[src/rtl/cas_pkg.sv]
// ----------------------------------------------------------------------------
// cas_pkg
// Shared constants, types and command/status structs of the cave automaton
// smoother.
// ----------------------------------------------------------------------------
package cas_pkg;

  localparam int unsigned DEF_MAX_ROWS = 64;
  localparam int unsigned DEF_MAX_COLS = 64;

  localparam int unsigned CNT_W     = 7;
  localparam int unsigned LIM_W     = 4;
  localparam int unsigned CFG_DW    = 7;
  localparam int unsigned CFG_IDX_W = 3;
  localparam int unsigned MIN_SIZE  = 3;

  localparam logic [CNT_W-1:0] RST_ROWS  = 7'd64;
  localparam logic [CNT_W-1:0] RST_COLS  = 7'd64;
  localparam logic [LIM_W-1:0] RST_BIRTH = 4'd3;
  localparam logic [LIM_W-1:0] RST_DEATH = 4'd2;
  localparam logic [LIM_W-1:0] RST_GENS  = 4'd5;

  typedef enum logic [CFG_IDX_W-1:0] {
    CFG_ROWS  = 3'd0,
    CFG_COLS  = 3'd1,
    CFG_BIRTH = 3'd2,
    CFG_DEATH = 3'd3,
    CFG_GENS  = 3'd4
  } cfg_idx_e;

  typedef enum logic [2:0] {
    ST_LOAD,
    ST_GEN,
    ST_EMIT_RD,
    ST_EMIT_LD,
    ST_EMIT_WAIT
  } state_e;

  typedef enum logic [1:0] {
    WR_LOAD,
    WR_BORDER,
    WR_NEW
  } wr_sel_e;

  typedef struct packed {
    logic    rd_en;
    logic    wr_en;
    wr_sel_e wr_sel;
    logic    win_shift;
    logic    out_load;
  } cmd_t;

  typedef struct packed {
    logic             out_taken;
    logic [CNT_W-1:0] rows_eff;
    logic [LIM_W-1:0] generations;
  } status_t;

endpackage

[src/rtl/cas_ram.sv]
// ----------------------------------------------------------------------------
// cas_ram
// Generic single-write, single-read RAM with registered read data.
// ----------------------------------------------------------------------------
module cas_ram #(
  parameter int unsigned WIDTH = 64,
  parameter int unsigned DEPTH = 64
) (
  input  logic                     clk_i,
  input  logic                     we_i,
  input  logic [$clog2(DEPTH)-1:0] waddr_i,
  input  logic [WIDTH-1:0]         wdata_i,
  input  logic                     re_i,
  input  logic [$clog2(DEPTH)-1:0] raddr_i,
  output logic [WIDTH-1:0]         rdata_o
);

  logic [WIDTH-1:0] mem_q [DEPTH];
  logic [WIDTH-1:0] rdata_q;

  always_ff @(posedge clk_i) begin
    if (we_i) begin
      mem_q[waddr_i] <= wdata_i;
    end
    if (re_i) begin
      rdata_q <= mem_q[raddr_i];
    end
  end

  assign rdata_o = rdata_q;

endmodule

[src/rtl/cas_datapath.sv]
// ----------------------------------------------------------------------------
// cas_datapath
// Configuration registers, grid RAM, three-row window, neighbor count logic
// and output register.
// ----------------------------------------------------------------------------
module cas_datapath #(
  parameter int unsigned MAX_ROWS = cas_pkg::DEF_MAX_ROWS,
  parameter int unsigned MAX_COLS = cas_pkg::DEF_MAX_COLS
) (
  input  logic                            clk_i,
  input  logic                            rst_ni,
  input  logic                            cfg_we_i,
  input  logic [cas_pkg::CFG_IDX_W-1:0]   cfg_idx_i,
  input  logic [cas_pkg::CFG_DW-1:0]      cfg_data_i,
  input  logic [MAX_COLS-1:0]             row_cells_i,
  input  cas_pkg::cmd_t                   cmd_i,
  input  logic [$clog2(MAX_ROWS)-1:0]     rd_addr_i,
  input  logic [$clog2(MAX_ROWS)-1:0]     wr_addr_i,
  input  logic                            out_stall_i,
  output cas_pkg::status_t                status_o,
  output logic                            out_valid_o,
  output logic [MAX_COLS-1:0]             out_cells_o
);
  import cas_pkg::*;

  logic [CNT_W-1:0]    rows_q, cols_q;
  logic [LIM_W-1:0]    birth_q, death_q, gens_q;
  logic [CNT_W-1:0]    rows_eff, cols_eff;
  logic [MAX_COLS-1:0] col_mask, interior, calc, new_row, wdata, rdata;
  logic [MAX_COLS-1:0] win_above_q, win_here_q, out_cells_q;
  logic                out_valid_q, out_taken;
  logic [LIM_W-1:0]    nbr [MAX_COLS];

  always_ff @(posedge clk_i or negedge rst_ni) begin
    if (!rst_ni) begin
      rows_q  <= RST_ROWS;
      cols_q  <= RST_COLS;
      birth_q <= RST_BIRTH;
      death_q <= RST_DEATH;
      gens_q  <= RST_GENS;
    end else if (cfg_we_i) begin
      unique case (cfg_idx_i)
        CFG_ROWS:  rows_q  <= cfg_data_i;
        CFG_COLS:  cols_q  <= cfg_data_i;
        CFG_BIRTH: birth_q <= cfg_data_i[LIM_W-1:0];
        CFG_DEATH: death_q <= cfg_data_i[LIM_W-1:0];
        CFG_GENS:  gens_q  <= cfg_data_i[LIM_W-1:0];
        default: ;
      endcase
    end
  end

  always_comb begin
    if (rows_q < CNT_W'(MIN_SIZE)) begin
      rows_eff = CNT_W'(MIN_SIZE);
    end else if (rows_q > CNT_W'(MAX_ROWS)) begin
      rows_eff = CNT_W'(MAX_ROWS);
    end else begin
      rows_eff = rows_q;
    end
    if (cols_q < CNT_W'(MIN_SIZE)) begin
      cols_eff = CNT_W'(MIN_SIZE);
    end else if (cols_q > CNT_W'(MAX_COLS)) begin
      cols_eff = CNT_W'(MAX_COLS);
    end else begin
      cols_eff = cols_q;
    end
  end

  always_comb begin
    for (int k = 0; k < MAX_COLS; k++) begin
      col_mask[k] = CNT_W'(k) < cols_eff;
      interior[k] = (k >= 1) && (CNT_W'(k + 1) < cols_eff);
    end
  end

  // window: above = old row r-1, here = old row r, RAM data = old row r+1
  always_comb begin
    nbr[0]            = '0;
    nbr[MAX_COLS-1]   = '0;
    calc[0]           = 1'b0;
    calc[MAX_COLS-1]  = 1'b0;
    for (int k = 1; k < MAX_COLS - 1; k++) begin
      nbr[k] = LIM_W'(win_above_q[k-1]) + LIM_W'(win_above_q[k]) + LIM_W'(win_above_q[k+1])
             + LIM_W'(win_here_q[k-1])  + LIM_W'(win_here_q[k+1])
             + LIM_W'(rdata[k-1])       + LIM_W'(rdata[k])       + LIM_W'(rdata[k+1]);
      calc[k] = win_here_q[k] ? (nbr[k] >= death_q) : (nbr[k] > birth_q);
    end
  end

  assign new_row = (calc | ~interior) & col_mask;

  always_comb begin
    unique case (cmd_i.wr_sel)
      WR_LOAD:   wdata = row_cells_i & col_mask;
      WR_BORDER: wdata = col_mask;
      WR_NEW:    wdata = new_row;
      default:   wdata = col_mask;
    endcase
  end

  cas_ram #(
    .WIDTH(MAX_COLS),
    .DEPTH(MAX_ROWS)
  ) u_grid_ram (
    .clk_i  (clk_i),
    .we_i   (cmd_i.wr_en),
    .waddr_i(wr_addr_i),
    .wdata_i(wdata),
    .re_i   (cmd_i.rd_en),
    .raddr_i(rd_addr_i),
    .rdata_o(rdata)
  );

  always_ff @(posedge clk_i) begin
    if (cmd_i.win_shift) begin
      win_above_q <= win_here_q;
      win_here_q  <= rdata;
    end
    if (cmd_i.out_load) begin
      out_cells_q <= rdata & col_mask;
    end
  end

  assign out_taken = out_valid_q & ~out_stall_i;

  always_ff @(posedge clk_i or negedge rst_ni) begin
    if (!rst_ni) begin
      out_valid_q <= 1'b0;
    end else if (cmd_i.out_load) begin
      out_valid_q <= 1'b1;
    end else if (out_taken) begin
      out_valid_q <= 1'b0;
    end
  end

  assign status_o.out_taken   = out_taken;
  assign status_o.rows_eff    = rows_eff;
  assign status_o.generations = gens_q;
  assign out_valid_o          = out_valid_q;
  assign out_cells_o          = out_cells_q;

endmodule

[config.mk]
export PLATFORM = sky130hd
export DESIGN_NAME = cas_datapath
export DESIGN_NICKNAME = d
export VERILOG_FILES = /design/src/rtl/cas_pkg.sv /design/src/rtl/cas_ram.sv /design/src/rtl/cas_datapath.sv
export SDC_FILE = /design/constraint.sdc
export NUM_CORES = 2
export LEC_CHECK = 0
export BUFFER_PORTS_ARGS = -buffer_cell sky130_fd_sc_hd__buf_4
export CORE_ASPECT_RATIO = 0.7
export CORE_MARGIN = 2
export CORE_UTILIZATION = 60
export DETAILED_ROUTE_END_ITERATION = 6
export GPL_ROUTABILITY_DRIVEN = 0
export GPL_TIMING_DRIVEN = 0
export PLACE_DENSITY = 0.75
export SYNTH_ARGS = -nofsm -noshare
export SYNTH_HDL_FRONTEND = slang
export SYNTH_SLANG_ARGS = --single-unit
[constraint.sdc]
create_clock -name clk_i -period 12.1 [get_ports clk_i]
set_input_delay 0 -clock clk_i [delete_from_list [all_inputs] [get_ports clk_i]]
set_output_delay 0 -clock clk_i [all_outputs]
set_load 0.02 [all_outputs]
# Word level (Yosys, flattened, before mapping)

Memories as Yosys holds them, arrays and structs flattened. A register that Yosys moved wholly into a read port is not among the register bits.
Index checks and enable logic that the tools add are counted.

ROM bits: 0
Input port bits: 96
Memories kept: 1
Bits in registers: 219
Memory bits (writable): 4096
Latch bits: 0

Memory list:

| name             | depth | bits a word | read ports | clocked after Yosys merged registers in | wr ports | line          | text |
|---|---|---|---|---|---|---|---|
| u_grid_ram.mem_q | 64    | 64          | 1          | 1                                       | 1        | cas_ram.sv:18 | `logic [WIDTH-1:0] mem_q [DEPTH];` |

Reductions and logical operators: 8
Equal/unequal tests: 5
Bitwise gates (word level): 7
Shift-type cells: 0
Mux-type cells: 71
Add/sub/neg operators: 434
Order comparisons: 193
$mul: 0
Divide/modulo/power cells: 0

Operators with widths:

| kind                                                                         | number |
|---|---|
| 4-bit by 1-bit adder with 4-bit output                                       | 250 |
| 4-bit greater-or-equal comparator                                            | 62 |
| 4-bit > comparator                                                           | 62 |
| 3-bit by 1-bit adder with 4-bit output                                       | 61 |
| 6-bit by 7-bit less-than comparator with 1-bit output, first input constant  | 32 |
| 64-bit AND                                                                   | 3 |
| 2-bit by 1-bit adder with 3-bit output                                       | 61 |
| 64-bit one-hot mux with 2 select lines                                       | 1 |
| 1-bit by 1-bit adder with 2-bit output                                       | 62 |
| 5-bit by 7-bit less-than comparator with 1-bit output, first input constant  | 16 |
| 1-bit 2-to-1 mux                                                             | 66 |
| 64-bit NOT                                                                   | 1 |
| 63-bit by 64-bit bitwise OR with 64-bit output                               | 1 |
| 4-bit by 7-bit less-than comparator with 1-bit output, first input constant  | 8 |
| 3-bit by 7-bit less-than comparator with 1-bit output, first input constant  | 4 |
| 7-bit 2-to-1 mux                                                             | 4 |
| 7-bit > comparator, second input constant                                    | 2 |
| 1-bit by 7-bit less-than comparator with 1-bit output, first input constant  | 2 |
| 2-bit by 7-bit less-than comparator with 1-bit output, first input constant  | 2 |
| 7-bit by 2-bit less-than comparator with 1-bit output, second input constant | 2 |
| 2-bit AND reduction                                                          | 5 |
| 7-bit less-than comparator, first input constant                             | 1 |
| 3-bit by 2-bit == test with 1-bit output, second input constant              | 2 |
| 3-bit by 1-bit == test with 1-bit output, second input constant              | 1 |
| 7 further kinds                                                              | 7 |

# Logic depth before layout (Yosys ltp)

Word-level depth: 12
Gate-level depth with buffers: 15

# Cells and area by module

From an unflattened synthesis, not the netlist that was laid out.

Cell total of the unflattened synthesis: 9787
Area, all modules: 187125.7 um^2

Modules (own cells, without submodules):

| module       | instances | cells each | sequential area each (um^2) | area each (um^2) |
|---|---|---|---|---|
| cas_ram      | 1         | 6812       | 124919.8                    | 157528.6 |
| cas_datapath | 1         | 2975       | 6449.9                      | 29597.1 |

# Least setup slack after synthesis

OpenSTA, ideal clock, no wires.

Kind: register to register
Start point: register win_here_q[56]
End point: memory u_grid_ram.mem_q[0][57], data pin
Stages on the path, launching flop included: 15
Required time: 11335 ps
Slack: 5039 ps
Path buffers: 0
Data arrival time: 6296 ps
Library setup time: 765 ps
Cells stage by stage: edfxtp_1 > inv_1 > fa_1 > fa_1 > fa_1 > inv_1 > ha_1 > fa_1 > ha_1 > nor2b_1 > o21a_1 > o21a_1 > o211ai_1 > o21a_1 > a311oi_1

Word-level cells in the longest chain between the ends: 10

Ends and longest elaborated chain:

| item                                                                           | line                | text |
|---|---|---|
| start: declaration                                                             | cas_datapath.sv:30  | `logic [MAX_COLS-1:0] win_above_q, win_here_q, out_cells_q;` |
| start signal: assignment                                                       | cas_datapath.sv:118 | `win_here_q <= rdata;` |
| 3-bit by 1-bit adder with 4-bit output (*)                                     | cas_datapath.sv:85  | `+ LIM_W'(win_here_q[k-1]) + LIM_W'(win_here_q[k+1])` |
| 4-bit by 1-bit adder with 4-bit output (*)                                     | cas_datapath.sv:85  |  |
| 4-bit by 1-bit adder with 4-bit output (*) (3 in a row)                        | cas_datapath.sv:86  | `+ LIM_W'(rdata[k-1]) + LIM_W'(rdata[k]) + LIM_W'(rdata[k+1]);` |
| 4-bit > comparator / 4-bit greater-or-equal comparator (equally long branches) | cas_datapath.sv:87  | `calc[k] = win_here_q[k] ? (nbr[k] >= death_q) : (nbr[k] > birth_q);` |
| 1-bit 2-to-1 mux (*)                                                           | cas_datapath.sv:87  |  |
| 63-bit by 64-bit bitwise OR with 64-bit output (*)                             | cas_datapath.sv:91  | `assign new_row = (calc \| ~interior) & col_mask;` |
| 64-bit AND (*)                                                                 | cas_datapath.sv:91  |  |
| 64-bit one-hot mux with 2 select lines (*)                                     | cas_datapath.sv:94  | `unique case (cmd_i.wr_sel)` |
| via u_grid_ram.wdata_i[57]                                                     | cas_ram.sv:12       | `input logic [WIDTH-1:0] wdata_i,` |
| end: declaration                                                               | cas_ram.sv:18       |  |

Mark *: on every way through the listed nets, which the timed path passes. The rest lies on a longest branch.

# Final worst setup path

Start point: register win_here_q[0]
End point: memory u_grid_ram.mem_q[52][1], data pin

Same word-level chain as after synthesis.

==> results.py <==
metrics = {
    "status": {
        "run_status": "finished, violations left",
        "failed_checks": "DRC, capacitance limit, slew limit",
    },
    "drt": {
        "drt-total-wl_um": 563000,
        "drt.antenna.violating_nets": 0,
        "drtPass1Iterations": 7,
        "total_via_count_in_the_routed_design": 105000,
        "dr.first_iter.drc_count": 18000,
        "wl_per_cell_um": 37.9,
        "drt-vias-per-instance": 7.06,
        "post-route-drc-count": 2,
    },
    "critical_path": {
        "critical_path_required_ns": 12.83,
        "crit-reg2reg-capture": "u_grid_ram.mem_q[52][1]",
        "critical_path_arrival_ns": 6.22,
        "timing_worst_setup_path_type": "reg -> reg",
        "worst_path_most_repeated_cell": "fa_1",
        "cp_max_fo": 28,
        "worst_setup_path_start_kind": "flop",
        "crit_path_cell_trace": "inv_1, fa_1, fa_1, fa_1, inv_1, ha_1, fa_1, ha_1, nor2b_1, o21ai_0, nand2b_1, a21oi_1, a41o_1, a311oi_4, buf_8, buf_8",
        "rrSetupSlack_ns": 6.61,
        "r2r-start": "win_here_q[0]",
        "timing.reg2reg.worst_path_depth": 16,
        "setup.worst_path.end_class": "flop",
        "critical-path-top-delay-family": "adder cells",
        "critical_path.max_stage_delay_ns": 1.12,
        "worst-path-buf-inv": 4,
        "slowest_cell_on_the_critical_path": "a311oi_4",
    },
    "min_path": {
        "holdCritPathClass": "in -> reg",
        "hold-path-endpoint": "u_grid_ram.mem_q[17][9]",
        "timing.hold.worst.start": "row_cells_i[9]",
        "worst_hold_path.num_cells": 4,
    },
    "synthesis": {
        "async_reset_ff_share_pct": 0.617,
        "syn-num-nets": 10500,
        "netlist_instances": 9425,
        "post_synth_edffs": 4352,
        "avg_cell_area_syn_um2": 19.8,
        "synth.top_cell.area_share_pct": 70.1,
        "most_area_consuming_cells_after_synthesis": "edfxtp_1 70%, mux4_2 12%, ha_1 4.6%",
        "synthDistinctLibCells": 62,
        "postSynthRegisterBits": 4379,
        "seq_area_frac_synth_pct": 70.5,
        "cell_type_with_the_highest_aggregate_area_in_the_netlist": "edfxtp_1",
        "ys.flop_type": "edfxtp_1",
        "yosys_warnings": 0,
        "synth_area_mm2": 0.186,
    },
    "global_route": {
        "congestion_overflow_gr": 0,
        "grt-busiest-layer": "met2",
        "grt_start_max_net_pins": 74,
        "via_count_of_the_first_global_routing_pass": 105000,
        "grt_first_pass_wirelength_um": 786000,
        "globalRouteTotalUtil_pct": 35.7,
        "grt_antenna_before_repair": 38,
        "groute.layer.met1.usage_pct": 48.9,
        "globalRouteMet3Util_pct": 15.4,
        "globalRouteMet2Util_pct": 51.1,
    },
    "sta": {
        "final_min_period_over_clock_period_pct": 45.4,
        "report.final.setup_viol": 0,
        "final_period_minus_worst_setup_slack_ns": 5.49,
        "worst_slew_pin_slew_ns": 1.57,
        "finalSetupTns_ns": 0,
        "clock-skew-final_ns": 0.0900,
        "final_hold_viol_count": 0,
        "worst_slew_margin_rel_pct": -4.48,
        "report.final.slew_viol_count": 34,
        "rsz0062_at_grt": "no",
        "maxClockFrequency_mhz": 182,
    },
    "clock_tree": {
        "post_cts_setup_repair_bufs": 0,
        "clk_path_buf_depth": 4,
        "worst_setup_hold_path_clk_slew_ns": 0.07,
        "clk_root_buffer_cell": "clkbuf_16",
        "cts_buffers": 393,
        "cts_max_level": 5,
        "tritoncts_clock_tree": "yes",
        "insertion_delay_ns": 0.95,
        "cts_sinks": 4379,
    },
    "power_and_ir_drop": {
        "power_per_cell_area_mw_per_mm2": 183,
        "static-leakage-power_uw": 0.0726,
        "peakVddDrop_uv": 131,
        "report.power.total_uw": 39200,
    },
    "finish": {
        "post_route_cells_drive_above_1_share_pct": 22.4,
        "final.fill_count": 18300,
        "post-route-cell-area_mm2": 0.214,
        "final_cell_mix": "4352 x edfxtp_1, 1024 x mux4_2, 682 x ha_1",
        "most_common_cell_after_layout_fill_and_taps_aside": "edfxtp_1",
        "final_net_count": 11400,
        "area_growth_syn_to_layout_pct": 14.9,
    },
    "die": {
        "initial_core_util_pct": 60.2,
        "core.rowCount": 171,
        "fp.coreArea_mm2": 0.310,
        "design.portCount": 173,
        "die_h_um": 470,
        "fp.dieArea_mm2": 0.315,
        "fp.dieW_um": 670,
    },
    "placed_design": {
        "placedInstanceArea_mm2": 0.201,
        "post-dp-hpwl_um": 379000,
        "portBuffers": 161,
    },
    "job": {
        "cap_violations": 5,
    },
}
routing by layer:
layer	share of wire [%]	routed length, µm	vias up
met3	17	96900	1481
met4	4.7	26200	28
met2	43	243000	9135
met5	0.037	210	-
met1	35	197000	53800
li1	-	-	40400
logic make-up after synthesis:
family / synth area share, %
flops: 70.5
compound gates: 4.63
mux: 13.4
fa+ha+maj: 7.24
buf+inv: 2.07
xor+xnor: 0.291
simple gates: 1.81
worst max-delay path by stage:
stage / start / to / slack (ns) / depth (start not counted)
after floorplan: win_here_q[56] / u_grid_ram.mem_q[0][57] / 5.04 / 14
after global placement: death_q[0] / u_grid_ram.mem_q[54][35] / -1.43 / 7
after detailed placement: win_here_q[21] / u_grid_ram.mem_q[49][22] / 6.75 / 14
after CTS: win_here_q[0] / u_grid_ram.mem_q[59][1] / 6.76 / 16
after global routing: win_here_q[0] / u_grid_ram.mem_q[61][1] / 6.49 / 16
final: win_here_q[0] / u_grid_ram.mem_q[52][1] / 6.61 / 16
cell usage after synthesis (5+ instances only):
library cell,number
mux4_2,1024
fa_1,248
o211ai_1,15
mux2_2,20
buf_1,29
o221ai_1,101
a21o_1,67
o21a_1,116
a22oi_1,14
dfstp_2,7
clkbuf_1,212
nand4_1,12
nor2b_1,194
nand2b_1,82
o21ai_1,45
buf_2,123
o22ai_1,49
and2_1,31
buf_4,33
buf_6,15
o211a_1,38
nor3_1,24
nand3_1,11
edfxtp_1,4352
a41oi_1,82
a22o_1,39
o21ai_0,210
o21bai_1,8
inv_1,511
a311oi_1,15
ha_1,682
xor2_1,60
a21oi_1,334
mux2i_1,176
a31oi_1,18
nor2_1,151
or2_2,11
dfrtp_1,20
nand2_1,72
and3_1,17
a211oi_1,5
a221oi_1,115
through the flow:
step | util (%) | hold slack [ns] | setup slack, ns | cells
2_1_floorplan | - | -0.296 | 5.04 | 9425
3_3_place_gp | 62.2 | -0.0869 | -1.43 | 13700
3_5_place_dp | 64.8 | -0.0665 | 6.75 | 14000
4_1_cts | 69.1 | 0.000741 | 6.76 | 14800
5_1_grt | 69.1 | 0.0391 | 6.49 | 14900
6_report | 69.1 | 0.0669 | 6.61 | 14900
flip-flops by register name, summed over array words and instances, names as in the netlist, 7 cells and up:
name,cells
cols_q,7
out_cells_o,64
rows_q,7
u_grid_ram.mem_q,4096
u_grid_ram.rdata_o,64
win_above_q,64
win_here_q,64
worst reg2reg max path, cell delays in order, from the launching register on:
cell	delay, ns
edfxtp_1	0.44
inv_1	0.11
fa_1	0.45
fa_1	0.46
fa_1	0.50
inv_1	0.05
ha_1	0.21
fa_1	0.47
ha_1	0.31
nor2b_1	0.12
o21ai_0	0.08
nand2b_1	0.09
a21oi_1	0.08
a41o_1	0.24
a311oi_4	1.12
buf_8	0.31
buf_8	0.24
what timing repair did:
item	CTS	global route
hold endpoints to repair	1937	0
gates resized for setup	0	0
hold buffers	98	0
layout make-up:
| type | instances | area (µm²) | share of cell area (%) |
|---|---|---|---|
| multi-input combinational | 4121 | 52700 | 24.6 |
| buffer | 413 | 1950 | 0.911 |
| inverter | 512 | 1940 | 0.905 |
| tap | 4152 | 5190 | 2.43 |
| clock buffer | 495 | 10400 | 4.87 |
| sequential | 4379 | 131000 | 61.4 |
| clock inverter | 210 | 1810 | 0.845 |
| timing repair buffer | 570 | 8580 | 4.01 |
| antenna | 15 | 37.5 | 0.0175 |
power breakdown:
group | leakage (µW) | switching (µW) | total (µW) | internal (µW)
registers | 0.0398 | 140 | 18300 | 18100
clock network | 0.00595 | 5560 | 12300 | 6710
logic | 0.0268 | 5500 | 8690 | 3190
No activity file was read; power rests on OpenSTA's default activity.
