--- config.mk ---
export PLATFORM = sky130hd
export DESIGN_NAME = cas_ctrl
export DESIGN_NICKNAME = d
export VERILOG_FILES = /design/src/rtl/cas_pkg.sv /design/src/rtl/cas_ctrl.sv
export SDC_FILE = /design/constraint.sdc
export NUM_CORES = 1
export LEC_CHECK = 0
export CORE_MARGIN = 4
export CORE_UTILIZATION = 60
export CTS_BUF_LIST = sky130_fd_sc_hd__clkbuf_8 sky130_fd_sc_hd__clkbuf_16
export CTS_CLUSTER_SIZE = 24
export DETAILED_ROUTE_END_ITERATION = 8
export DONT_BUFFER_PORTS = 1
export HOLD_SLACK_MARGIN = 0.08
export PLACE_DENSITY_LB_ADDON = 0.2
export SLEW_MARGIN = 10
export SYNTH_ARGS = -nofsm -noshare
export SYNTH_HDL_FRONTEND = slang
export SYNTH_SLANG_ARGS = --single-unit
--- constraint.sdc ---
create_clock -name clk_i -period 3.56 [get_ports clk_i]
set_input_delay 0.356 -clock clk_i [delete_from_list [all_inputs] [get_ports clk_i]]
set_output_delay 0.356 -clock clk_i [all_outputs]
set_load 0.005 [all_outputs]
--- src/rtl/cas_pkg.sv ---
// ----------------------------------------------------------------------------
// cas_pkg
// Shared constants, types and command/status structs of the cave automaton
// smoother.
// ----------------------------------------------------------------------------
package cas_pkg;

  localparam int unsigned DEF_MAX_ROWS = 64;
  localparam int unsigned DEF_MAX_COLS = 64;

  localparam int unsigned CNT_W     = 7;
  localparam int unsigned LIM_W     = 4;
  localparam int unsigned CFG_DW    = 7;
  localparam int unsigned CFG_IDX_W = 3;
  localparam int unsigned MIN_SIZE  = 3;

  localparam logic [CNT_W-1:0] RST_ROWS  = 7'd64;
  localparam logic [CNT_W-1:0] RST_COLS  = 7'd64;
  localparam logic [LIM_W-1:0] RST_BIRTH = 4'd3;
  localparam logic [LIM_W-1:0] RST_DEATH = 4'd2;
  localparam logic [LIM_W-1:0] RST_GENS  = 4'd5;

  typedef enum logic [CFG_IDX_W-1:0] {
    CFG_ROWS  = 3'd0,
    CFG_COLS  = 3'd1,
    CFG_BIRTH = 3'd2,
    CFG_DEATH = 3'd3,
    CFG_GENS  = 3'd4
  } cfg_idx_e;

  typedef enum logic [2:0] {
    ST_LOAD,
    ST_GEN,
    ST_EMIT_RD,
    ST_EMIT_LD,
    ST_EMIT_WAIT
  } state_e;

  typedef enum logic [1:0] {
    WR_LOAD,
    WR_BORDER,
    WR_NEW
  } wr_sel_e;

  typedef struct packed {
    logic    rd_en;
    logic    wr_en;
    wr_sel_e wr_sel;
    logic    win_shift;
    logic    out_load;
  } cmd_t;

  typedef struct packed {
    logic             out_taken;
    logic [CNT_W-1:0] rows_eff;
    logic [LIM_W-1:0] generations;
  } status_t;

endpackage

--- src/rtl/cas_ctrl.sv ---
// ----------------------------------------------------------------------------
// cas_ctrl
// Sequencer for row loading, generation sweeps over the grid RAM and row
// emission.
// ----------------------------------------------------------------------------
module cas_ctrl #(
  parameter int unsigned MAX_ROWS = cas_pkg::DEF_MAX_ROWS
) (
  input  logic                        clk_i,
  input  logic                        rst_ni,
  input  logic                        in_valid_i,
  output logic                        in_stall_o,
  input  cas_pkg::status_t            status_i,
  output cas_pkg::cmd_t               cmd_o,
  output logic [$clog2(MAX_ROWS)-1:0] rd_addr_o,
  output logic [$clog2(MAX_ROWS)-1:0] wr_addr_o,
  output logic [$clog2(MAX_ROWS)-1:0] row_number_o,
  output logic                        final_row_o
);
  import cas_pkg::*;

  localparam int unsigned AW = $clog2(MAX_ROWS);
  localparam int unsigned SW = $clog2(MAX_ROWS + 2);

  state_e           state_q, state_d;
  logic [SW-1:0]    idx_q, idx_d, idx_inc, idx_m2, rows_s, rows_p1;
  logic [LIM_W-1:0] pass_q, pass_d, pass_inc;

  assign rows_s   = SW'(status_i.rows_eff);
  assign rows_p1  = rows_s + SW'(1);
  assign idx_inc  = idx_q + SW'(1);
  assign idx_m2   = idx_q - SW'(2);
  assign pass_inc = pass_q + LIM_W'(1);

  always_ff @(posedge clk_i or negedge rst_ni) begin
    if (!rst_ni) begin
      state_q <= ST_LOAD;
      idx_q   <= '0;
      pass_q  <= '0;
    end else begin
      state_q <= state_d;
      idx_q   <= idx_d;
      pass_q  <= pass_d;
    end
  end

  always_comb begin
    state_d    = state_q;
    idx_d      = idx_q;
    pass_d     = pass_q;
    cmd_o      = '0;
    cmd_o.wr_sel = WR_LOAD;
    rd_addr_o  = AW'(idx_q);
    wr_addr_o  = AW'(idx_q);
    in_stall_o = 1'b1;
    unique case (state_q)
      ST_LOAD: begin
        in_stall_o = 1'b0;
        if (in_valid_i) begin
          cmd_o.wr_en = 1'b1;
          if (idx_inc >= rows_s) begin
            idx_d   = '0;
            pass_d  = '0;
            state_d = (status_i.generations == '0) ? ST_EMIT_RD : ST_GEN;
          end else begin
            idx_d = idx_inc;
          end
        end
      end
      ST_GEN: begin
        cmd_o.rd_en     = idx_q < rows_s;
        cmd_o.win_shift = (idx_q != '0) && (idx_q <= rows_s);
        wr_addr_o       = (idx_q == SW'(1)) ? '0 : AW'(idx_m2);
        if (idx_q == SW'(1)) begin
          cmd_o.wr_en  = 1'b1;
          cmd_o.wr_sel = WR_BORDER;
        end else if (idx_q >= SW'(3) && idx_q <= rows_s) begin
          cmd_o.wr_en  = 1'b1;
          cmd_o.wr_sel = WR_NEW;
        end else if (idx_q == rows_p1) begin
          cmd_o.wr_en  = 1'b1;
          cmd_o.wr_sel = WR_BORDER;
        end
        if (idx_q == rows_p1) begin
          idx_d  = '0;
          pass_d = pass_inc;
          if (pass_inc == status_i.generations) begin
            state_d = ST_EMIT_RD;
          end
        end else begin
          idx_d = idx_inc;
        end
      end
      ST_EMIT_RD: begin
        cmd_o.rd_en = 1'b1;
        state_d     = ST_EMIT_LD;
      end
      ST_EMIT_LD: begin
        cmd_o.out_load = 1'b1;
        state_d        = ST_EMIT_WAIT;
      end
      ST_EMIT_WAIT: begin
        if (status_i.out_taken) begin
          if (idx_inc == rows_s) begin
            idx_d   = '0;
            state_d = ST_LOAD;
          end else begin
            idx_d       = idx_inc;
            cmd_o.rd_en = 1'b1;
            rd_addr_o   = AW'(idx_inc);
            state_d     = ST_EMIT_LD;
          end
        end
      end
      default: state_d = ST_LOAD;
    endcase
  end

  assign row_number_o = AW'(idx_q);
  assign final_row_o  = idx_inc == rows_s;

endmodule

* Word-level counts from Yosys, hierarchy flattened
Index checks and enable logic that the tools add are counted.
** Operators by class
- Magnitude comparators :: 4
- Add/sub/neg operators :: 4
- Eq/ne operators :: 13
- Muxes and demuxes :: 34
- Reductions and logical operators :: 10
** Operator list (number)
- 7-bit two-way mux :: 5
- 6-bit two-way mux :: 5
- 3-bit two-way mux :: 9
- 7-bit one-hot mux with 3 select lines :: 1
- 3-bit one-hot mux with 5 select lines :: 1
- 7-bit by 1-bit adder with 7-bit output, second input constant :: 2
- 7-bit equality test :: 2
- 4-bit two-way mux :: 3
- 2-bit != test, second input constant :: 5
- 4-bit one-hot mux with 2 select lines :: 1
- 7-bit by 1-bit equality test with 1-bit output, second input constant :: 1
- 7-bit by 2-bit >= comparator with 1-bit output, second input constant :: 1
- 7-bit >= comparator :: 1
- 7-bit less-or-equal comparator :: 1
- 7-bit < comparator :: 1
- 7-bit nonzero test :: 1
- 3-bit by 2-bit equality test with 1-bit output, second input constant :: 2
- 6-bit by 2-bit subtractor with 6-bit output, second input constant :: 1
- 1-bit two-way mux :: 5
- 5-bit AND reduction :: 1
- 4-bit by 1-bit adder with 4-bit output, second input constant :: 1
- 4-bit equality test :: 1
- 4-bit logical NOT :: 1
- 2-bit two-way mux :: 2
- other kinds (10) :: 11
** Word-level totals
- Word-level logic and storage cells :: 68
- Register bits :: 14
- Input port bits :: 15
- Output and inout bits :: 26

* Longest topological paths before layout
Gate-level depths: netlist of run 1.
- Word-level depth :: 6
- Gate-level depth with buffers :: 12
- Depth with buffers taken out :: 11

* Least setup slack after synthesis of run 1
No wires, ideal clock.
- Path type :: register to output
- From :: register idx_q[0]
- To :: output port rd_addr_o[0]
- Required time :: 3.204 ns
- Buffers on the path :: 1
- Setup slack :: 0.674 ns
- Stages on the path, launching flop included :: 11
- Data arrival time :: 2.530 ns
- Cells stage by stage :: dfrtp_1 -> ha_1 -> nand3_1 -> nor2_1 -> xor2_1 -> ha_1 -> nand4_1 -> or3_1 -> clkbuf_1 -> ha_1 -> o21ai_0
** Between the ends
- Word-level cells in the longest chain between the ends :: 5
** RTL lines
- start: declaration :: RTL line cas_ctrl.sv:26 : logic [SW-1:0] idx_q, idx_d, idx_inc, idx_m2, rows_s, rows_p1;
- start signal: assignment :: RTL line cas_ctrl.sv:42 : idx_q <= idx_d;
- 7-bit by 1-bit adder with 7-bit output :: RTL line cas_ctrl.sv:31 : assign idx_inc = idx_q + SW'(1);
- 7-bit equality test :: RTL line cas_ctrl.sv:104 : if (idx_inc == rows_s) begin
- 6-bit two-way mux :: RTL line cas_ctrl.sv:104
- 6-bit two-way mux :: RTL line cas_ctrl.sv:103 : if (status_i.out_taken) begin
- 6-bit two-way mux (*) :: RTL line cas_ctrl.sv:56 : unique case (state_q)
- end: declaration :: RTL line cas_ctrl.sv:15 : output logic [$clog2(MAX_ROWS)-1:0] rd_addr_o,
Mark *: on every way between the ends. The rest lies on a longest branch, timed or not.

* Worst setup path after layout of run 1
Same ends and word-level chain as after synthesis.

==> results_dict.tcl, run 1 <==
set metrics [dict create \
    crit_path_cell_trace "ha_1 -> nand3_1 -> nor2_1 -> xor2_1 -> ha_1 -> nand4_1 -> or3_1 -> ha_1 -> o21ai_0" \
    synth_xor_xnor_area_share_pct 11.7 \
    routed_wl_um 4530 \
    drt.antenna.violating_nets 0 \
    syn_nets 286 \
    syn_avg_cell_area_um2 7.48 \
    synth_fa_ha_area_share_pct 15.5 \
    syn_inst 248 \
    start_util_pct 65.0 \
    outcome "completed" \
    reg2reg_to "idx_q[4]$_DFFE_PN0P_" \
    worst_path_most_repeated_cell "ha_1" \
    power_leakage_nw 0.843 \
    final_nets 279 \
    numCtsBuffers 3 \
    synthMuxAreaShare_pct 1.15 \
    start_kind "register" \
    synth_top_family_by_area "simple AND/OR/NAND/NOR gates" \
    yosysMostFrequentCell "nand2_1" \
    num_io_pins 41 \
    grt_use_met3_pct 6.39 \
    synth-compound-area-share_pct 18.6 \
    cp_num_buf_inv 0 \
    reg2reg_from "idx_q[0]$_DFFE_PN0P_" \
    synthDistinctLibCells 44 \
    r2r_cells 11 \
    use_met2_pct 37.7 \
    critical-path-top-delay-family "simple AND/OR/NAND/NOR gates" \
    dp.cells 266 \
    critPathKind "reg2out" \
    post-route-period-util_pct 90.8 \
    core-area_um2 2850 \
    end_kind "output pin" \
    grt_pass1_wl_um 7980 \
    finalWeightedCongestion 0.916 \
    yosys-top-cells-area "dfrtp_1, ha_1, nand2_1, xnor2_1, nor2_1" \
    vias 1680 \
    drive_gt1_share_pct 7.50 \
    hpwl_um 3600 \
    min_period_ps 3230 \
    tritoncts "done" \
    fp.dieArea_um2 4040 \
    synth_area_um2 1850 \
    clk_pin_slew_worst_paths_ps 70 \
    clock_skew_ps 6.95 \
    synthDominantCellAreaShare_pct 18.9 \
    async_flop_share_pct 100 \
    yosys.area.top_type "dfrtp_1" \
    synth-seq-cells 14 \
    holdPathStages 1 \
    first_pass_iters 5 \
    antenna_cells 0 \
    grt_max_degree 16 \
    remaining_drc_errors 0 \
    timing.critical_path.from "idx_q[0]$_DFFE_PN0P_" \
    rsz0062_at_grt "false" \
    hold_class "in2reg" \
    wl_per_cell_um 16.7 \
    power_density_nw_per_um2 812 \
    ys_top_cells_by_count "nand2_1, ha_1, nor2_1, o21ai_0, nand3_1" \
    fin_util_pct 66.4 \
    cp.required_ps 3200 \
    fp.dieH_um 63.6 \
    gr-total-overflow 0 \
    cpPeakStageDelay_ps 470 \
    grt_pass1_vias 1623 \
    track_usage_pct 24.2 \
    worst_path_max_delay_cell "or3_1" \
    seq_area_frac_synth_pct 18.9 \
    use_met1_pct 33.4 \
    drt_iter0_drc 93 \
    rows 19 \
    hold_viol 0 \
    hold_path.startpoint "status_i[11]" \
    yosysWarnings 0 \
    cp_max_fo 6 \
    worst_pin_slew_ps 713 \
    cts_setup_buffers 0 \
    synth_enable_flop_cells 0 \
    tns_ps 0 \
    worstHoldEndpoint "state_q[2]$_DFFE_PN0P_" \
    yosys.area_share.simple_pct 26.5 \
    maxSlewViolCount 0 \
    cts_sinks 14 \
    clockBufferDepth 2 \
    area_growth_pct 2.09 \
    worstPathArrival_ps 2880 \
    r2r_slack_ps 560 \
    vias_per_cell 6.20 \
    busiest_layer "met2" \
    ir_drop_mv 0.642 \
    fp.dieW_um 63.6 \
    root_buffer "clkbuf_8" \
    worstSkewPairLatency_ps 250 \
    stdcell_count 271 \
    slew_headroom_pct 52.5 \
    antenna_found_initial 0 \
    h-tree-depth 1 \
    portBuffers 0 \
    cap_viol_max_count 0 \
    fmax_mhz 309 \
    synthFlopType "dfrtp_1" \
    finalSetupViolCount 0 \
]
[layer usage]
| layer | part of all wire (%) | wire length (µm) | up-vias |
|---|---|---|---|
| met5 | 0 | 0 | - |
| li1 | - | - | 839 |
| met3 | 7.9 | 360 | 9 |
| met1 | 44 | 2020 | 761 |
| met4 | 1.4 | 63 | 0 |
| met2 | 46 | 2090 | 71 |
[cell families (layout without fill, tap and decap cells)]
kind of cell	Yosys count	in the layout
AND/OR/NAND/NOR	105	105
AO/OA/AOI/OAI	50	50
adder cells (fa/ha/maj)	23	23
buffers and inverters	30	22
flip-flops	14	14
multiplexers	2	2
XOR/XNOR	24	24
[state kept, by name, indices dropped and copies added, names as in the netlist]
name,flops
pass_q,4
state_q,3
idx_q,7
[cell type report]
cell class / instances / area [µm²]
repair buffers: 4 / 32.5
fillers: 243 / 960
multi-input cells: 204 / 1360
well taps: 31 / 38.8
inverters: 14 / 52.6
flip-flops and latches: 14 / 353
clock buffers: 4 / 55.1
[through the flow]
step / power (mW) / cell area (µm²) / setup slack [ps] / hold slack, ps
5_1_grt: 1.70 / 1890 / 62.0 / 195
2_1_floorplan: 1.17 / 1850 / 674 / 60.4
3_5_place_dp: 1.37 / 1830 / 458 / 60.7
4_1_cts: 1.53 / 1890 / 206 / 200
6_report: 1.54 / 1890 / 328 / 200
3_3_place_gp: 1.35 / 1830 / 559 / 60.7
[repair_timing]
| item | CTS | global route |
|---|---|---|
| endpoints found under the hold margin | 14 | 0 |
| setup endpoints to repair | 0 | 4 |
| hold buffers | 1 | 0 |
| gates resized for setup | 0 | 2 |
[how the worst max path moves through the flow]
stage	to	slack [ps]	cells after the start
after floorplan	rd_addr_o[0]	670	10
after global placement	rd_addr_o[0]	560	8
after detailed placement	idx_q[4]$_DFFE_PN0P_	460	10
after CTS	rd_addr_o[0]	210	8
after global routing	rd_addr_o[2]	60	11
final	rd_addr_o[0]	330	9
[report_power, final]
part	internal, mW	leakage, nW	switching (mW)
clock network	0.0982	0.0288	0.0625
logic	0.412	0.637	0.622
registers	0.215	0.177	0.128
[cell usage in the layout (no fill, tap or decap), types with 2 or more instances in the layout]
| master | Yosys | final |
|---|---|---|
| a211oi_1 | 3 | 3 |
| a21o_1 | 2 | 2 |
| a21oi_1 | 11 | 11 |
| a221oi_1 | 2 | 2 |
| a31oi_1 | 2 | 2 |
| and2_1 | 6 | 6 |
| and3_1 | 2 | 2 |
| buf_4 | 6 | 3 |
| clkbuf_8 | 0 | 4 |
| dfrtp_1 | 14 | 12 |
| dfrtp_2 | 0 | 2 |
| ha_1 | 23 | 23 |
| inv_1 | 14 | 14 |
| nand2_1 | 36 | 36 |
| nand2b_1 | 2 | 2 |
| nand3_1 | 16 | 16 |
| nand4_1 | 2 | 2 |
| nor2_1 | 23 | 23 |
| nor2b_1 | 2 | 2 |
| nor3_1 | 8 | 8 |
| o21ai_0 | 17 | 17 |
| o22ai_1 | 2 | 2 |
| o311ai_0 | 2 | 2 |
| or3_1 | 3 | 3 |
| xnor2_1 | 14 | 14 |
| xor2_1 | 9 | 9 |
No activity file was read; power rests on OpenSTA's default activity.
==> run 2: changes to the inputs <==
- PLACE_DENSITY_LB_ADDON: 0.2 -> 0.1
==> run 2 against run 1 <==
Fmax is 3.2% lower. Global-route usage barely moved. Worst setup slack got worse by 110 ps. Hold slack improved by 7.5 ps. Die area did not move. Largest cell class unchanged. Highest routed layer unchanged. Sequential cell count did not move. Critical endpoint unchanged. Largest power group unchanged. Sequential power fell by 1%.
==> results_dict.tcl, run 2 (same netlist as run 1, synthesis figures left out) <==
set metrics [dict create \
    track_usage_pct 24.2 \
    crit_path_cell_trace "nand3_1 -> nor2_1 -> xor2_1 -> ha_1 -> nand4_1 -> or3_1 -> ha_1 -> o21ai_0" \
    hold_viol 0 \
    ir_drop_mv 0.662 \
    layout_common_cells "nand2_1, nor2_1, ha_1, o21ai_0, nand3_1" \
    clock_skew_ps 8.77 \
    p_seq_share_pct 22.0 \
    end_kind "output pin" \
    worstPathArrival_ps 2980 \
    clockBufferDepth 2 \
    portBuffers 0 \
    reg2reg_from "idx_q[3]$_DFFE_PN0P_" \
    critical-path-top-delay-family "simple AND/OR/NAND/NOR gates" \
    setup_ws_ps 222 \
    outcome "completed" \
    maxSlewViolCount 0 \
    gr-total-overflow 0 \
    numCtsBuffers 3 \
    cpPeakStageDelay_ps 660 \
    rsz0062_at_grt "false" \
    routed_wl_um 4760 \
    cts_setup_buffers 0 \
    antenna_found_initial 0 \
    holdPathStages 1 \
    rows 19 \
    finalSetupViolCount 0 \
    vias 1753 \
    final_common_cell "nand2_1" \
    worst_path_max_delay_cell "dfrtp_1" \
    finalWeightedCongestion 0.914 \
    worstSkewPairLatency_ps 250 \
    largest_reg_flops 7 \
    fp.dieH_um 63.6 \
    power_leakage_nw 0.845 \
    combinationalPowerShare_pct 67.8 \
    hold_path.startpoint "status_i[11]" \
    core-area_um2 2850 \
    cap_viol_max_count 0 \
    cts_sinks 14 \
    clk_pin_slew_worst_paths_ps 70 \
    remaining_drc_errors 0 \
    r2r_cells 10 \
    pre_cts_ws_ps 488 \
    grt_pass1_wl_um 7960 \
    area_growth_pct 2.02 \
    internal-power_mw 0.724 \
    critPathKind "reg2out" \
    drt.antenna.violating_nets 0 \
    hold_slack_ps 208 \
    num_io_pins 41 \
    worst_path_most_repeated_cell "ha_1" \
    final_nets 279 \
    root_buffer "clkbuf_8" \
    power.switching_mw 0.819 \
    hold_class "in2reg" \
    cp.required_ps 3200 \
    fp.dieW_um 63.6 \
    drive_gt1_share_pct 7.08 \
    grt_max_degree 16 \
    power.share.clock_pct 10.2 \
    start_util_pct 65.0 \
    h-tree-depth 1 \
    top_register "idx_q" \
    worst_pin_slew_ps 715 \
    fmax_mhz 300 \
    r2r_slack_ps 470 \
    finalPower_mw 1.54 \
    cp_num_buf_inv 0 \
    post-route-period-util_pct 93.8 \
    hpwl_um 3730 \
    drt_iter0_drc 106 \
    reg.largest.list "idx_q: 7 flops, pass_q: 4 flops, state_q: 3 flops" \
    min_period_ps 3340 \
    dp.cells 266 \
    fp.dieArea_um2 4040 \
    tns_ps 0 \
    swShare_pct 53.1 \
    start_kind "register" \
    slew_headroom_pct 52.4 \
    wl_per_cell_um 17.6 \
    grt_pass1_vias 1701 \
    tritoncts "done" \
    first_pass_iters 4 \
    stdcell_count 271 \
    worstHoldEndpoint "state_q[2]$_DFFE_PN0P_" \
    reg2reg_to "idx_q[4]$_DFFE_PN0P_" \
    antenna_cells 0 \
    cp_max_fo 12 \
    power_density_nw_per_um2 816 \
    vias_per_cell 6.47 \
]
[run 2: cell types whose count changed in the layout (fill, tap and decap cells not counted)]
cell / change
dfrtp_1: +1
dfrtp_2: -1
[run 2: timing repair]
action,CTS,global route
hold buffers,1,0
endpoints found under the hold margin,14,0
gates resized for setup,0,1
endpoints found under the setup margin,0,1
[run 2: per-stage QoR]
stage / utilization, % / cell area, µm²
floorplan: - / 1850
global placement: 64.0 / 1830
finish: 66.3 / 1890
CTS: 66.3 / 1890
global route: 66.3 / 1890
detailed placement: 64.0 / 1830
[run 2: routing by layer]
metal / share of wire, % / global-route usage, % / up-vias / routed length [µm]
met4: 2.3 / 6.20 / 0 / 108
met1: 42 / 30.9 / 823 / 1990
met3: 7.7 / 7.46 / 13 / 365
li1: - / - / 843 / -
met5: 0 / 0 / - / 0
met2: 48 / 39.5 / 74 / 2290
[run 2: cell type report]
type | instances | area (µm²)
clock buffer | 4 | 55.1
fill | 252 | 961
tap | 31 | 38.8
timing repair buffer | 4 | 32.5
sequential | 14 | 352
multi-input combinational | 204 | 1360
inverter | 14 | 52.6
[run 2: worst max path at each step]
stage | depth (start not counted) | start | slack, ps | endpoint
2_1_floorplan | 10 | idx_q[0]$_DFFE_PN0P_ | 670 | rd_addr_o[0]
3_3_place_gp | 8 | idx_q[2]$_DFFE_PN0P_ | 550 | rd_addr_o[0]
3_5_place_dp | 10 | idx_q[2]$_DFFE_PN0P_ | 490 | idx_q[0]$_DFFE_PN0P_
4_1_cts | 8 | idx_q[2]$_DFFE_PN0P_ | 230 | rd_addr_o[0]
5_1_grt | 9 | idx_q[3]$_DFFE_PN0P_ | 10 | rd_addr_o[3]
6_report | 8 | idx_q[3]$_DFFE_PN0P_ | 220 | rd_addr_o[0]
[run 2: power groups by stage]
| stage | Sequential (mW) | Clock (mW) | Combinational, mW |
|---|---|---|---|
| after floorplan | 0.278 | 0 | 0.894 |
| after global placement | 0.334 | 0 | 1.01 |
| after detailed placement | 0.338 | 0 | 1.03 |
| after CTS | 0.335 | 0.159 | 1.05 |
| after global routing | 0.354 | 0.166 | 1.18 |
| final | 0.339 | 0.157 | 1.05 |
==> run 3: changes to the inputs <==
- SETUP_SLACK_MARGIN: default -> 0.4
==> run 3 against run 2 <==
Clock skew rose by 1.0 ps. Cell area up 3.2%. Critical path type unchanged. Power up 2.8%. Via count up 2.0%. Highest routed layer unchanged. First-iteration DRC count rose by 18%.
==> results_dict.tcl, run 3 (same netlist as run 1, synthesis figures left out) <==
set metrics [dict create \
    outcome "completed" \
    cts_sinks 14 \
    combinationalPowerShare_pct 68.8 \
    r2r_cells 11 \
    slew_headroom_pct 52.7 \
    post-route-period-util_pct 85.2 \
    tritoncts "done" \
    worstSkewPairLatency_ps 250 \
    worstPathArrival_ps 2680 \
    final_nets 283 \
    hpwl_um 3730 \
    ir_drop_mv 0.658 \
    remaining_drc_errors 0 \
    first_pass_iters 6 \
    power.switching_mw 0.844 \
    largest_reg_flops 7 \
    fp.dieArea_um2 4040 \
    fp.dieW_um 63.6 \
    reg2reg_to "idx_q[4]$_DFFE_PN0P_" \
    rows 19 \
    antenna_cells 0 \
    finalWeightedCongestion 0.914 \
    power_leakage_nw 0.869 \
    grt_pass1_vias 1698 \
    min_period_ps 3030 \
    power_density_nw_per_um2 812 \
    start_kind "register" \
    finalSetupViolCount 0 \
    layout_common_cells "nand2_1, nor2_1, ha_1, o21ai_0" \
    antenna_found_initial 0 \
    gr-total-overflow 0 \
    vias 1788 \
    swShare_pct 53.2 \
    final_common_cell "nand2_1" \
    hold_viol 0 \
    vias_per_cell 6.50 \
    critPathKind "reg2out" \
    fp.dieH_um 63.6 \
    end_kind "output pin" \
    top_register "idx_q" \
    cp.required_ps 3200 \
    maxSlewViolCount 0 \
    cp_max_fo 6 \
    reg.largest.list "idx_q: 7 flops, pass_q: 4 flops, state_q: 3 flops" \
    power.share.clock_pct 9.9 \
    drive_gt1_share_pct 11.9 \
    timing.critical_path.from "idx_q[1]$_DFFE_PN0P_" \
    start_util_pct 65.0 \
    clock_skew_ps 9.77 \
    h-tree-depth 1 \
    area_growth_pct 5.33 \
    fillers 245 \
    fin_util_pct 68.5 \
    root_buffer "clkbuf_8" \
    track_usage_pct 24.2 \
    rsz0062_at_grt "false" \
    clockBufferDepth 2 \
    reg2reg_from "idx_q[1]$_DFFE_PN0P_" \
    num_io_pins 41 \
    portBuffers 0 \
    wl_per_cell_um 18.3 \
    routed_wl_um 5030 \
    hold_class "in2reg" \
    numCtsBuffers 3 \
    r2r_slack_ps 720 \
    p_seq_share_pct 21.3 \
    drt_iter0_drc 125 \
    internal-power_mw 0.742 \
    clk_pin_slew_worst_paths_ps 70 \
    tns_ps 0 \
    grt_max_degree 16 \
    worst_pin_slew_ps 708 \
    endpoint "rd_addr_o[0]" \
    fmax_mhz 330 \
    cap_viol_max_count 0 \
    core-area_um2 2850 \
    drt.antenna.violating_nets 0 \
    grt_pass1_wl_um 7960 \
]
[run 3: changes by cell type in the layout (fill, tap and decap cells not counted), moves of 2 or more]
cell	before	now
nand3_1	16	14
buf_4	3	6
nand3_2	0	2
dfrtp_1	13	11
dfrtp_2	1	3
[run 3: worst max-delay path: stages (launching register included)]
cell and delay (ps):
dfrtp_1 370, ha_2 270, nand3_2 140, nor2_1 160
xor2_1 110, ha_1 330, nand4_1 140, or3_4 440
ha_1 280, o21ai_1 190
[run 3: per-layer routing]
layer	GRT usage, %	wire (µm)	up-vias
met5	0	0	-
met4	5.66	10	0
met3	7.46	443	2
met2	39.8	2480	91
met1	30.9	2090	843
li1	-	-	852
[run 3: cell type report]
cell class	instances	area [µm²]	share of cell area [%]
clock buffer	4	55.1	2.82
timing repair buffer	8	60.1	3.07
inverter	14	52.6	2.69
tap	31	38.8	1.99
multi-input combinational	204	1390	71.3
sequential	14	354	18.1
[run 3: how the worst min path moves through the flow]
stage	start	slack, ps	end	cells after the start
6_report	status_i[11]	210	state_q[2]$_DFFE_PN0P_	1
5_1_grt	status_i[11]	200	state_q[2]$_DFFE_PN0P_	1
4_1_cts	status_i[11]	210	state_q[2]$_DFFE_PN0P_	1
3_5_place_dp	rst_ni	60	idx_q[2]$_DFFE_PN0P_	0
3_3_place_gp	rst_ni	60	idx_q[2]$_DFFE_PN0P_	0
2_1_floorplan	rst_ni	60	idx_q[0]$_DFFE_PN0P_	0
[run 3: what timing repair did]
action,CTS,global route
endpoints found under the setup margin,8,9
buffers inserted,0,4
gates resized for setup,5,5
pin swaps,0,1
hold endpoints to repair,14,0
hold buffers,1,0
[run 3: power groups by stage]
| stage | Clock (mW) | Sequential (mW) | Combinational [mW] |
|---|---|---|---|
| after floorplan | 0 | 0.278 | 0.894 |
| after global placement | 0 | 0.334 | 1.01 |
| after detailed placement | 0 | 0.338 | 1.03 |
| after CTS | 0.159 | 0.338 | 1.05 |
| after global routing | 0.166 | 0.349 | 1.22 |
| final | 0.158 | 0.338 | 1.09 |
[run 3: through the flow]
step           area (µm²)  hold slack, ps  worst slack, ps  total power [mW]  cells
2_1_floorplan        1850            60.4              674              1.17    248
3_3_place_gp         1830            60.8              553              1.34    266
3_5_place_dp         1830            60.8              488              1.37    266
4_1_cts              1900             205              424              1.55    271
5_1_grt              1950             201              428              1.74    275
6_report             1950             205              527              1.59    275
